==> config.mk <==
export PLATFORM = sky130hd
export DESIGN_NAME = pwm_tone_divider_calc_unit
export DESIGN_NICKNAME = d
export VERILOG_FILES = /design/src/rtl/ptdc_pkg.sv /design/src/rtl/pwm_tone_divider_calc_unit.sv
export VERILOG_INCLUDE_DIRS = /design/src /design/src/rtl
export SDC_FILE = /design/constraint.sdc
export NUM_CORES = 1
export LEC_CHECK = 0
export ABC_CLOCK_PERIOD_IN_PS = 5400
export BUFFER_PORTS_ARGS = -buffer_cell sky130_fd_sc_hd__buf_2
export CAP_MARGIN = 20
export CORE_MARGIN = 3
export CORE_UTILIZATION = 45
export DETAILED_ROUTE_END_ITERATION = 10
export HOLD_SLACK_MARGIN = 0.1
export MAX_ROUTING_LAYER = met4
export PLACE_DENSITY = 0.59
export SLEW_MARGIN = 25
export SYNTH_ARGS = -nofsm -noshare
export SYNTH_HDL_FRONTEND = slang
export SYNTH_SLANG_ARGS = --single-unit
export TNS_END_PERCENT = 1
==> constraint.sdc <==
create_clock -name clk -period 5.4 [get_ports clk]
set_input_delay 0 -clock clk [delete_from_list [all_inputs] [get_ports clk]]
set_output_delay 0 -clock clk [all_outputs]
set_load 0.05 [all_outputs]
==> src/rtl/pwm_tone_divider_calc_unit_macros.svh <==
// ----------------------------------------------------------------------------
// pwm tone divider calc unit assertion macros
// shared concurrent assertion forms, clocked on clk with async reset disable
// ----------------------------------------------------------------------------
`ifndef PWM_TONE_DIVIDER_CALC_UNIT_MACROS_SVH
`define PWM_TONE_DIVIDER_CALC_UNIT_MACROS_SVH

// same-cycle implication
`define PTDC_ASSERT_SAME(label, ante, cons) \
	label: assert property (@(posedge clk) disable iff (!arst_n) (ante) |-> (cons)) \
		else $error("ptdc assertion failed");

// next-cycle implication
`define PTDC_ASSERT_NEXT(label, ante, cons) \
	label: assert property (@(posedge clk) disable iff (!arst_n) (ante) |=> (cons)) \
		else $error("ptdc assertion failed");

`endif

==> src/rtl/ptdc_pkg.sv <==
// ----------------------------------------------------------------------------
// ptdc_pkg
// types and constants of the pwm tone divider calc unit
// ----------------------------------------------------------------------------
`timescale 1ns / 1ps

package ptdc_pkg;

	localparam int CLK_W   = 28;
	localparam int TONE_W  = 20;
	localparam int DIV_W   = 12;
	localparam int WRAP_W  = 16;
	localparam int WORK_W  = 32;
	localparam int CNT_W   = 5;

	localparam logic [CLK_W-1:0]  SYS_CLK_RESET = 28'd125000000;
	localparam logic [WRAP_W-1:0] MAX_WRAP_DEF  = 16'd65534;

	// q thresholds, 16 times the factor
	localparam logic [WORK_W-1:0] Q_MIN_5   = 32'd80;
	localparam logic [WORK_W-1:0] Q_MIN_3   = 32'd48;
	localparam logic [WORK_W-1:0] Q_MIN_2   = 32'd32;
	localparam logic [WORK_W-1:0] Q_LOW     = 32'd16;
	localparam logic [WORK_W-1:0] Q_HIGH    = 32'd4096;

	typedef enum logic [4:0] {
		ST_IDLE   = 5'b00001,
		ST_DIV    = 5'b00010,
		ST_FACT   = 5'b00100,
		ST_DECIDE = 5'b01000,
		ST_SPARE  = 5'b10000
	} state_t;

endpackage

==> src/rtl/pwm_tone_divider_calc_unit.sv <==
// ----------------------------------------------------------------------------
// pwm tone divider calc unit
// bit-serial 16*clk/tone division, then serial factor 5/3/2 moves into wrap
// ----------------------------------------------------------------------------
// a zero tone is answered straight from idle; else the division runs, then a pass of
// the serial /5 and /3 unit and a decide step, repeated after each move (at most 15)
// throughput: one request at a time, busy is high until done has fired
// results are shown with done and held until the next result; the receiver cannot stall
// reset: arst_n clears control state and loads sys_clk_q with 125000000
`timescale 1ns / 1ps

`include "pwm_tone_divider_calc_unit_macros.svh"

module pwm_tone_divider_calc_unit #(
	parameter logic [ptdc_pkg::WRAP_W-1:0] MAX_WRAP = ptdc_pkg::MAX_WRAP_DEF
) (
	input  logic                           clk,
	input  logic                           arst_n,
	input  logic                           cfg_we,
	input  logic [ptdc_pkg::CLK_W-1:0]     cfg_data,
	input  logic                           start,
	output logic                           busy,
	input  logic [ptdc_pkg::TONE_W-1:0]    tone_hz,
	output logic                           done,
	output logic                           valid_res,
	output logic [ptdc_pkg::DIV_W-1:0]     clock_divider,
	output logic [ptdc_pkg::WRAP_W-1:0]    wrap_value
);

	ptdc_pkg::state_t state_q;

	logic [ptdc_pkg::CLK_W-1:0]   sys_clk_q;
	logic [ptdc_pkg::TONE_W-1:0]  hz_q;
	logic [ptdc_pkg::TONE_W-1:0]  rem_q;
	logic [ptdc_pkg::WORK_W-1:0]  work_q;
	logic [ptdc_pkg::WORK_W-1:0]  q5_q;
	logic [ptdc_pkg::WORK_W-1:0]  q3_q;
	logic [2:0]                   r5_q;
	logic [1:0]                   r3_q;
	logic [ptdc_pkg::WRAP_W-1:0]  wrap_q;
	logic [ptdc_pkg::CNT_W-1:0]   cnt_q;

	logic                         done_q;
	logic                         valid_q;
	logic [ptdc_pkg::DIV_W-1:0]   div_q;
	logic [ptdc_pkg::WRAP_W-1:0]  wrap_out_q;

	// division step
	logic [ptdc_pkg::TONE_W:0]    rem_sh;
	logic [ptdc_pkg::TONE_W:0]    rem_sub;
	logic                         div_bit;

	// serial constant dividers
	logic [3:0]                   t5;
	logic [2:0]                   t3;
	logic                         ge5;
	logic                         ge3;
	logic [3:0]                   t5_sub;
	logic [2:0]                   t3_sub;

	// factor checks
	logic [ptdc_pkg::WRAP_W+2:0]  wrap5;
	logic [ptdc_pkg::WRAP_W+2:0]  wrap3;
	logic [ptdc_pkg::WRAP_W+2:0]  wrap2;
	logic [ptdc_pkg::WRAP_W+2:0]  max_ext;
	logic                         mv5;
	logic                         mv3;
	logic                         mv2;
	logic                         q_ok;

	always_comb begin
		rem_sh  = {rem_q, work_q[ptdc_pkg::WORK_W-1]};
		rem_sub = rem_sh - {1'b0, hz_q};
		div_bit = (rem_sh >= {1'b0, hz_q});

		t5     = {r5_q, work_q[ptdc_pkg::WORK_W-1]};
		t3     = {r3_q, work_q[ptdc_pkg::WORK_W-1]};
		ge5    = (t5 >= 4'd5);
		ge3    = (t3 >= 3'd3);
		t5_sub = t5 - 4'd5;
		t3_sub = t3 - 3'd3;

		max_ext = {3'b000, MAX_WRAP};
		wrap5   = {3'b000, wrap_q} * 19'd5;
		wrap3   = {3'b000, wrap_q} * 19'd3;
		wrap2   = {2'b00, wrap_q, 1'b0};
		mv5     = (work_q >= ptdc_pkg::Q_MIN_5) && (r5_q == 3'd0) && (wrap5 <= max_ext);
		mv3     = (work_q >= ptdc_pkg::Q_MIN_3) && (r3_q == 2'd0) && (wrap3 <= max_ext);
		mv2     = (work_q >= ptdc_pkg::Q_MIN_2) && (wrap2 <= max_ext);
		q_ok    = (work_q >= ptdc_pkg::Q_LOW) && (work_q < ptdc_pkg::Q_HIGH);
	end

	always_ff @(posedge clk or negedge arst_n) begin
		if (!arst_n) begin
			sys_clk_q <= ptdc_pkg::SYS_CLK_RESET;
		end else if (cfg_we) begin
			sys_clk_q <= cfg_data;
		end
	end

	always_ff @(posedge clk or negedge arst_n) begin
		if (!arst_n) begin
			state_q <= ptdc_pkg::ST_IDLE;
			cnt_q   <= '0;
			done_q  <= 1'b0;
			valid_q <= 1'b0;
		end else begin
			done_q <= 1'b0;
			case (state_q)
				ptdc_pkg::ST_IDLE: begin
					if (start) begin
						if (tone_hz == '0) begin
							done_q  <= 1'b1;
							valid_q <= 1'b0;
						end else begin
							state_q <= ptdc_pkg::ST_DIV;
						end
					end
					cnt_q <= '0;
				end
				ptdc_pkg::ST_DIV: begin
					cnt_q <= cnt_q + ptdc_pkg::CNT_W'(1);
					if (cnt_q == '1) begin
						state_q <= ptdc_pkg::ST_FACT;
					end
				end
				ptdc_pkg::ST_FACT: begin
					cnt_q <= cnt_q + ptdc_pkg::CNT_W'(1);
					if (cnt_q == '1) begin
						state_q <= ptdc_pkg::ST_DECIDE;
					end
				end
				ptdc_pkg::ST_DECIDE: begin
					cnt_q <= '0;
					if (mv5 || mv3 || mv2) begin
						state_q <= ptdc_pkg::ST_FACT;
					end else begin
						state_q <= ptdc_pkg::ST_IDLE;
						done_q  <= 1'b1;
						valid_q <= q_ok;
					end
				end
				default: begin
					state_q <= ptdc_pkg::ST_IDLE;
					cnt_q   <= '0;
				end
			endcase
		end
	end

	// datapath, no reset needed
	always_ff @(posedge clk) begin
		case (state_q)
			ptdc_pkg::ST_IDLE: begin
				hz_q   <= tone_hz;
				rem_q  <= '0;
				work_q <= {sys_clk_q, 4'b0000};
				if (start && (tone_hz == '0)) begin
					div_q      <= '0;
					wrap_out_q <= '0;
				end
			end
			ptdc_pkg::ST_DIV: begin
				rem_q  <= div_bit ? rem_sub[ptdc_pkg::TONE_W-1:0] : rem_sh[ptdc_pkg::TONE_W-1:0];
				work_q <= {work_q[ptdc_pkg::WORK_W-2:0], div_bit};
				wrap_q <= {{(ptdc_pkg::WRAP_W-1){1'b0}}, 1'b1};
				r5_q   <= '0;
				r3_q   <= '0;
			end
			ptdc_pkg::ST_FACT: begin
				work_q <= {work_q[ptdc_pkg::WORK_W-2:0], work_q[ptdc_pkg::WORK_W-1]};
				q5_q   <= {q5_q[ptdc_pkg::WORK_W-2:0], ge5};
				q3_q   <= {q3_q[ptdc_pkg::WORK_W-2:0], ge3};
				r5_q   <= ge5 ? t5_sub[2:0] : t5[2:0];
				r3_q   <= ge3 ? t3_sub[1:0] : t3[1:0];
			end
			ptdc_pkg::ST_DECIDE: begin
				r5_q <= '0;
				r3_q <= '0;
				if (mv5) begin
					work_q <= q5_q;
					wrap_q <= wrap5[ptdc_pkg::WRAP_W-1:0];
				end else if (mv3) begin
					work_q <= q3_q;
					wrap_q <= wrap3[ptdc_pkg::WRAP_W-1:0];
				end else if (mv2) begin
					work_q <= {1'b0, work_q[ptdc_pkg::WORK_W-1:1]};
					wrap_q <= wrap2[ptdc_pkg::WRAP_W-1:0];
				end else begin
					div_q      <= q_ok ? work_q[ptdc_pkg::DIV_W-1:0] : '0;
					wrap_out_q <= q_ok ? wrap_q : '0;
				end
			end
			default: begin
				rem_q <= '0;
			end
		endcase
	end

	assign busy          = (state_q != ptdc_pkg::ST_IDLE);
	assign done          = done_q;
	assign valid_res     = valid_q;
	assign clock_divider = div_q;
	assign wrap_value    = wrap_out_q;

	`PTDC_ASSERT_NEXT(a_start_busy, start && !busy && (tone_hz != '0), busy)
	`PTDC_ASSERT_NEXT(a_done_single, done && !(start && (tone_hz == '0)), !done)
	`PTDC_ASSERT_SAME(a_invalid_zero, done && !valid_res, (clock_divider == '0) && (wrap_value == '0))
	`PTDC_ASSERT_SAME(a_valid_div_min, done && valid_res, (clock_divider >= 12'd16) && (wrap_value != '0))
	`PTDC_ASSERT_SAME(a_wrap_bound, state_q == ptdc_pkg::ST_DECIDE, (wrap_q != '0) && (wrap_q <= MAX_WRAP))

endmodule
* Word level (Yosys, flattened, before mapping)
Cells that the tools add are included.
** Storage, ports and cells
- Bits in registers :: 225
- Bits in latches :: 0
- RAM bits :: 0
- Memory bits (read-only) :: 0
- Input bits :: 52
- Output and inout port bits :: 31
- Word-level logic and storage cells :: 114
- Memories :: 0
** Operators by class
- Add/subtract/negate cells :: 4
- $mul :: 2
- Div/mod/pow operators :: 0
- Order comparisons :: 11
- Eq/ne operators :: 17
- Shifts and indexed selects :: 0
- Muxes and demuxes :: 41
- Bitwise operators :: 0
- Reduce and logical (&&, ||, !) cells :: 24
** Operators with widths (count)
- 2-to-1 mux 16 bit :: 8
- one-hot mux 32 bit (4 select lines) :: 1
- 2-to-1 mux 32 bit :: 3
- >= comparator 32 x 6 -> 1 bit (second input constant) :: 2
- one-hot mux 16 bit (2 select lines) :: 2
- 2-to-1 mux 12 bit :: 5
- one-hot mux 20 bit (2 select lines) :: 1
- >= comparator 32 x 5 -> 1 bit (second input constant) :: 1
- >= comparator 32 x 7 -> 1 bit (second input constant) :: 1
- < comparator 32 x 13 -> 1 bit (second input constant) :: 1
- 2-to-1 mux 5 bit :: 5
- one-hot mux 12 bit (2 select lines) :: 1
- >= comparator 21 x 20 -> 1 bit :: 1
- zero test 20 bit :: 1
- 2-to-1 mux 20 bit :: 1
- inequality test 2 bit (second input constant) :: 10
- one-hot mux 5 bit (4 select lines) :: 1
- subtractor 20 bit :: 1
- less-or-equal comparator 19 x 16 -> 1 bit (second input constant) :: 1
- multiplier 16 x 3 -> 19 bit (second input constant) :: 1
- less-or-equal comparator 18 x 16 -> 1 bit (second input constant) :: 1
- multiplier 16 x 2 -> 18 bit (second input constant) :: 1
- less-or-equal comparator 17 x 16 -> 1 bit (second input constant) :: 1
- AND reduction 4 bit :: 2
- other kinds (27) :: 46

* Logic depth before layout (Yosys ltp)
Gate-level depths: netlist of run 1.
- Depth in word-level cells :: 7
- Depth in mapped cells :: 15
- Gate-level depth less buffers :: 13

* Worst setup path before layout of run 1
Ideal clock, no wire load.
- Path type :: register to register
- Start point :: reg state_q[1]
- End point :: reg work_q[0] (netlist bit), enable pin
- Setup time :: 0.421 ns
- Data arrival time :: 4.064 ns
- Required time :: 4.979 ns
- Slack :: 0.915 ns
- Stages on the path, launching flop included :: 8
- Buffers on the path :: 0
- Period minus slack after synthesis :: 4.485 ns
- Cells stage by stage :: dfrtp_1 > nor2_1 > nand3b_1 > inv_1 > nor2_1 > nand2_1 > nor2_1 > nor2_1
** On the way
- Cells in the longest elaborated chain, start to end :: 3
- Elaborated cells between the ends (all ways) :: 7
- Those cells by class :: 5 x eq/ne; 2 x reduce/logical
** RTL lines
- from (decl) :: line pwm_tone_divider_calc_unit.sv:30 : ptdc_pkg::state_t state_q;
- from (signal assigned) :: line pwm_tone_divider_calc_unit.sv:103 : state_q <= ptdc_pkg::ST_IDLE;
- from (signal assigned) :: line pwm_tone_divider_calc_unit.sv:116 : state_q <= ptdc_pkg::ST_DIV;
- from (signal assigned) :: line pwm_tone_divider_calc_unit.sv:124 : state_q <= ptdc_pkg::ST_FACT;
- equality test 5 x 4 -> 1 bit (tied with other cells) :: line pwm_tone_divider_calc_unit.sv:153 : case (state_q)
- inequality test 4 bit (no line) or nonzero test 4 bit (tied branches)
- AND reduction 2 bit (no line) (*)
- to (signal assigned) :: line pwm_tone_divider_calc_unit.sv:157 : work_q <= {sys_clk_q, 4'b0000};
- to (signal assigned) :: line pwm_tone_divider_calc_unit.sv:165 : work_q <= {work_q[ptdc_pkg::WORK_W-2:0], div_bit};
- to (signal assigned) :: line pwm_tone_divider_calc_unit.sv:171 : work_q <= {work_q[ptdc_pkg::WORK_W-2:0], work_q[ptdc_pkg::WORK_W-1]};
- to (decl) :: line pwm_tone_divider_calc_unit.sv:35 : logic [ptdc_pkg::WORK_W-1:0] work_q;
Every way passes the cells marked *; elsewhere a longest branch is shown, timed or not.
A chain may end at the register's enable or synchronous reset.

* Worst setup path after layout of run 1
- Start point :: reg wrap_q[1] (netlist bit)
- End point :: reg div_q (netlist bit clock_divider[8]), enable pin
** On the way
- Cells in the longest elaborated chain, start to end :: 5
- Elaborated cells between the ends (all ways) :: 12
- Those cells by class :: 2 x mul; 3 x order compare; 3 x eq/ne; 4 x reduce/logical
** RTL lines
- from (decl) :: line pwm_tone_divider_calc_unit.sv:40 : logic [ptdc_pkg::WRAP_W-1:0] wrap_q;
- from (signal assigned) :: line pwm_tone_divider_calc_unit.sv:166 : wrap_q <= {{(ptdc_pkg::WRAP_W-1){1'b0}}, 1'b1};
- from (signal assigned) :: line pwm_tone_divider_calc_unit.sv:182 : wrap_q <= wrap5[ptdc_pkg::WRAP_W-1:0];
- from (signal assigned) :: line pwm_tone_divider_calc_unit.sv:185 : wrap_q <= wrap3[ptdc_pkg::WRAP_W-1:0];
- multiplier 16 x 3 -> 19 bit or multiplier 16 x 2 -> 18 bit (tied branches) :: line pwm_tone_divider_calc_unit.sv:84, pwm_tone_divider_calc_unit.sv:85
- less-or-equal comparator 19 x 16 -> 1 bit or less-or-equal comparator 18 x 16 -> 1 bit (tied branches) :: line pwm_tone_divider_calc_unit.sv:87, pwm_tone_divider_calc_unit.sv:88
- logical AND 1 bit, on equally long branches :: line pwm_tone_divider_calc_unit.sv:87, pwm_tone_divider_calc_unit.sv:88
- inequality test 2 bit (no line)
- AND reduction 5 bit (no line) (*)
- to (signal assigned) :: line pwm_tone_divider_calc_unit.sv:190 : div_q <= q_ok ? work_q[ptdc_pkg::DIV_W-1:0] : '0;
- to (decl) :: line pwm_tone_divider_calc_unit.sv:45 : logic [ptdc_pkg::DIV_W-1:0] div_q;
Marks and branches as above.

==> results.cfg, run 1 <==
[setup_path]
critPathTopFamily = compound AO/OA/AOI/OAI gates
timing.rr.end = clock_divider[8]
reg2reg_slack_ps = 1100
critical_path.startpoint = wrap_q[1]
cpPeakStageDelay_ps = 740
cp-start-kind = register
r2r-start = wrap_q[1]
crit_fanout = 15
worst_path_max_delay_cell = a22o_1
reg2reg_depth = 12
arrival_ps = 4550
worst_setup_path_end_kind = register
worst_ep_required_time_ps = 5660
cp_num_buf_inv = 2
worstSetupPathType = register to register
cp_cell_sequence = ha_1 -> inv_1 -> fa_1 -> nand2b_1 -> a211oi_2 -> nor3_2 -> o31ai_4 -> xor2_2 -> or3_4 -> o21ai_4 -> a22o_1 -> buf_12

[floorplan]
die_area_um2 = 29800
coreArea_um2 = 27100
fp.dieH_um = 173
io_pins = 83
dieWidth_um = 173
placementRows = 60
start_util = 0.461

[cts]
cts_inserted_buffers = 26
clock_sinks = 224
cts_tree = yes
path_clk_slew_ps = 60
clock-root-buffer = clkbuf_16
clock_path_buffers = 3
cts.hold.buffers_added = 50
h-tree-depth = 1
ctsResizeCount = 0
cts_setup_buffers = 0
insertion_delay_ps = 540

[sta]
min_period_ps = 4300
finalSetupViolCount = 0
fin_worst_skew_ps = 10.7
slew_viol_final = 0
finalHoldViolCount = 0
max_freq_mhz = 233
rsz0062_at_grt = false
min_period_over_period = 0.796
worst_pin_slew_ps = 963
fin_hold_ws_ps = 115
relSlewSlack = 0.354
fin_setup_tns_ps = 0

[drt]
dr.pass1.iters = 5
drt-initial-drc-count = 743
vias = 9140
drc_errors = 0
final_antenna_net_count = 0
vias_per_cell = 5.57
wl_per_cell_um = 18.2
wirelength_um = 30000

[yosys]
synth-edff-count = 185
yosysSeqAreaShare = 0.524
synth_area_leaders = edfxtp_1 44%, ha_1 7.2%, dfrtp_1 5.0%, mux2i_1 3.8%, nor2_1 3.3%
ys_types = 79
synth_area_um2 = 12500
syn_avg_cell_area_um2 = 11.2
netlist_instances = 1115
ys_ff_latch = 224
synth_ff_type = edfxtp_1
async_flop_share = 0.174
synth_top_area_share = 0.445
synth_top_cell_by_area = edfxtp_1
syn_nets = 1242
yosys_warnings = 0

[finish]
nets = 1377
utilization = 0.542
layout_commonest_cell = edfxtp_1
drive_gt1_frac = 0.169
antenna_cells = 0
syn_to_final_growth_pct = 17.5
final_cell_mix = 185 x edfxtp_1, 107 x nor2_1, 82 x buf_2, 81 x a21oi_1, 72 x ha_1

[run]
maxCapViolCount = 0

[min_path]
worstHoldEndpoint = sys_clk_q[23]
worstHoldStart = cfg_we
whs_path_depth = 2
hold_class = input pin to register

[placed_design]
place.gp.congestion = 0.867
dp_hpwl_um = 20600
numPortBuffers = 82

[power]
p_per_area_nw_per_um2 = 252
ir_drop_v = 0.000215
p_leak_uw = 0.00584

[global_route]
grt_max_degree = 67
grt_antenna_before_repair = 0
grtUsageTotal = 0.206
grt_first_pass_wirelength_um = 49300
grt_overflow_total = 0
grt_pass1_vias = 9172

[outcome]
outcome = finished, final reports clean
==> state kept, by name, indices dropped and copies added, names as in the netlist, 4 cells and up <==
name,cells
wrap_value,16
q5_q,32
q3_q,32
sys_clk_q,28
work_q,32
rem_q,20
clock_divider,12
hz_q,20
state_q,4
cnt_q,5
wrap_q,16
==> area by class of cell <==
cell class | instances | area (µm²)
Timing Repair Buffer | 148 | 1040
Clock buffer | 39 | 781
Tap cell | 372 | 465
Clock inverter | 9 | 68.8
Sequential cell | 224 | 6550
Fill cell | 2375 | 12400
Inverter | 49 | 184
Multi-Input combinational cell | 801 | 5590
==> routing by layer <==
metal / global-route usage / wire length, µm
met4: 0.0480 / 688
met1: 0.288 / 14100
met3: 0.0261 / 1450
met2: 0.322 / 13800
met5: - / 0
==> Yosys cell counts, types with 5 or more instances <==
master / count
buf_6: 5
o21a_1: 8
nand4_1: 10
xor2_1: 15
o211ai_1: 12
a21oi_1: 81
a211oi_1: 14
a21o_1: 14
nand3_1: 16
nor3_1: 29
o221ai_1: 6
mux2i_1: 47
o31a_1: 6
nand3b_1: 5
dfstp_2: 14
nor2b_1: 11
o21ai_1: 30
o21ai_0: 39
dfrtp_1: 25
nor4_1: 14
clkbuf_1: 30
inv_1: 49
mux2_2: 29
ha_1: 72
and3_1: 7
nand2_1: 70
edfxtp_1: 185
a31oi_1: 34
and2_1: 30
nand2b_1: 8
xnor2_1: 16
nor2_1: 109
==> logic make-up after synthesis <==
family / after synthesis / synth area share
AOI/OAI and AO/OA: 286 / 0.149
buffers and inverters: 90 / 0.0311
xor gates and xnor gates: 32 / 0.0230
muxes: 77 / 0.0647
adders and majority gates: 75 / 0.0770
and+or+nand+nor: 331 / 0.131
DFF: 224 / 0.524
==> worst max-delay path by stage <==
stage                         to  slack (ps)  depth (start not counted)
2_1_floorplan          work_q[0]         910                          7
3_3_place_gp    clock_divider[8]        1230                         12
3_5_place_dp   clock_divider[11]        1090                         12
4_1_cts         clock_divider[7]        1060                         12
5_1_grt         clock_divider[7]         830                         12
6_report        clock_divider[8]        1100                         12
==> metrics by stage <==
stage,power (µW),instances,instance area (µm²),setup WS (ps)
2_1_floorplan,1950,1115,12500,915
3_3_place_gp,1990,1544,13300,1230
3_5_place_dp,1990,1544,13300,1090
4_1_cts,3740,1642,14700,1060
5_1_grt,3820,1642,14700,826
6_report,3690,1642,14700,1100
==> where the power goes <==
part	switching (µW)	internal, µW
registers	11.0	1880
clock network	708	1000
logic	34.4	58.3
total	753	2940
(Power assumes the default switching activity.)
==> inputs of run 2 (changes only) <==
- ABC_CLOCK_PERIOD_IN_PS: 5400 -> 4000
- clock period: 5.4 -> 4 ns (I/O delays scaled with it)
==> run 2 against run 1 <==
Effect of this change:
- total power grew 38%
- non-clock buffer count grew 18
- sequential share of layout area shrank 0.70 points
- clock skew grew 1.5 ps
- core utilization grew 0.86 points
- first-iteration DRC count shrank 9.7%
- sequential power grew 35%
- cell area grew 1.6%
- flip-flop and latch count is the same
- critical endpoint is now work_q[3]
==> results.cfg, run 2 (synthesis results as in run 1) <==
[setup_path]
cpPeakStageDelay_ps = 460
worstSetupPathType = register to register
cp-start-kind = register
arrival_ps = 4000
crit_fanout = 27
worst_path_max_delay_cell = edfxtp_1
worst_ep_required_time_ps = 4280
cp_cell_sequence = ha_1 -> inv_1 -> fa_1 -> nand2b_1 -> a211oi_2 -> nor2_1 -> a211o_1 -> xor2_1 -> nor3_2 -> a21oi_4 -> buf_8 -> mux2i_1 -> o221ai_1
worst_setup_path_end_kind = register

[finish]
syn_to_final_growth_pct = 19.4
final_cell_mix = 185 x edfxtp_1, 107 x nor2_1, 81 x a21oi_1, 81 x buf_2, 72 x ha_1
fillCellCount = 2365
largestRegisters = q3_q x32, q5_q x32, work_q x32
antenna_cells = 0
drive_gt1_frac = 0.182
layout_commonest_cell = edfxtp_1
nets = 1395

[drt]
drt-initial-drc-count = 671
dr.pass1.iters = 7
top_layer = met4
wl_per_cell_um = 18.3
vias_per_cell = 5.54
final_antenna_net_count = 0
drt-met1-wl_um = 14400
vias = 9192
dr_wl_met2_um = 14100
drc_errors = 0
wirelength_um = 30300
route.met3.wl_um = 1350

[sta]
fin_worst_skew_ps = 12.2
fin_ws_ps = 282
relSlewSlack = 0.427
min_period_over_period = 0.929
worst_pin_slew_ps = 859
min_period_ps = 3720
fin_setup_tns_ps = 0
rsz0062_at_grt = false
finalSetupViolCount = 0
max_freq_mhz = 269
finalHoldViolCount = 0
slew_viol_final = 0

[outcome]
outcome = finished, final reports clean

[placed_design]
numPortBuffers = 82
pre_cts_ws_ps = 160
dp_hpwl_um = 20700
place.gp.congestion = 0.895

[global_route]
grtUsageTotal = 0.205
grt_antenna_before_repair = 0
grt_pass1_vias = 9243
grt_overflow_total = 0
grt_first_pass_wirelength_um = 49200
grt_max_degree = 67

[cts]
insertion_delay_ps = 550
h-tree-depth = 1
cts_inserted_buffers = 26
path_clk_slew_ps = 60
clock_sinks = 224
cts_setup_buffers = 0
clock-root-buffer = clkbuf_16
clock_path_buffers = 3
cts_tree = yes

[floorplan]
placementRows = 60
fp.dieH_um = 173
start_util = 0.461
io_pins = 83
dieWidth_um = 173
die_area_um2 = 29800
coreArea_um2 = 27100

[power]
p_per_area_nw_per_um2 = 341
p_leak_uw = 0.00594
ir_drop_v = 0.000411

[run]
maxCapViolCount = 0

[min_path]
hold_class = input pin to register
-- run 2: changes by cell type in the layout (fill, tap and decap cells not counted), moves of 3 or more --
cell / previous run / this run
buf_12: 1 / 6
buf_4: 15 / 27
bufinv_16: 0 / 3
clkbuf_1: 6 / 1
clkbuf_8: 6 / 0
clkinv_1: 1 / 4
clkinv_2: 7 / 4
clkinvlp_4: 0 / 7
-- run 2: area by class of cell --
type,instances,area (µm²),area share
Sequential cell,224,6550,0.439
Multi-Input combinational cell,801,5590,0.375
Timing Repair Buffer,166,1250,0.0841
Clock buffer,27,654,0.0439
Tap cell,372,465,0.0312
Clock inverter,21,214,0.0143
Inverter,49,184,0.0123
-- run 2: repair_timing --
| action | 4_1_cts | 5_1_grt |
|---|---|---|
| hold buffers | 50 | 1 |
| setup endpoints to repair | 0 | 38 |
| gates resized for setup | 0 | 4 |
| endpoints found under the hold margin | 83 | 25 |
-- run 2: per-layer routing --
| metal | global-route usage | vias up |
|---|---|---|
| li1 | - | 4499 |
| met1 | 0.283 | 4446 |
| met2 | 0.328 | 211 |
| met3 | 0.0288 | 36 |
| met4 | 0.0429 | 0 |
| met5 | - | - |
-- run 2: where the power goes --
group / leakage, µW / switching (µW) / internal, µW
combinational: 0.00308 / 46.2 / 79.6
clock: 0.000404 / 1010 / 1400
sequential: 0.00245 / 15.1 / 2540
-- run 2: through the flow --
stage | cell area [µm²] | hold slack, ps | total power, µW | utilization | cells
floorplan | 12500 | -296 | 2640 | - | 1115
global placement | 13500 | 193 | 2680 | 0.499 | 1561
detailed placement | 13500 | 194 | 2690 | 0.499 | 1561
CTS | 14900 | 107 | 5160 | 0.549 | 1659
global route | 14900 | 128 | 5260 | 0.550 | 1660
finish | 14900 | 117 | 5080 | 0.550 | 1660
-- run 2: final timing paths --
path,startpoint,end,slack [ps],cells past startpoint
max in group asynchronous,arst_n,state_q[0],3090,3
min reg2reg,q5_q[21],q5_q[22],450,0
min in group asynchronous,arst_n,sys_clk_q[19],520,3
max reg2reg,wrap_q[0],work_q[3],280,13
max,wrap_q[0],work_q[3],280,13
min,cfg_we,sys_clk_q[19],120,2
-- run 2: critical path, delay by kind of cell (launching register included) --
family | cells | cell delay, ps
compound gates | 4 | 960
xor+xnor | 1 | 300
fa+ha+maj | 2 | 680
buf+inv | 2 | 390
flops | 1 | 460
mux | 1 | 240
simple gates | 3 | 430
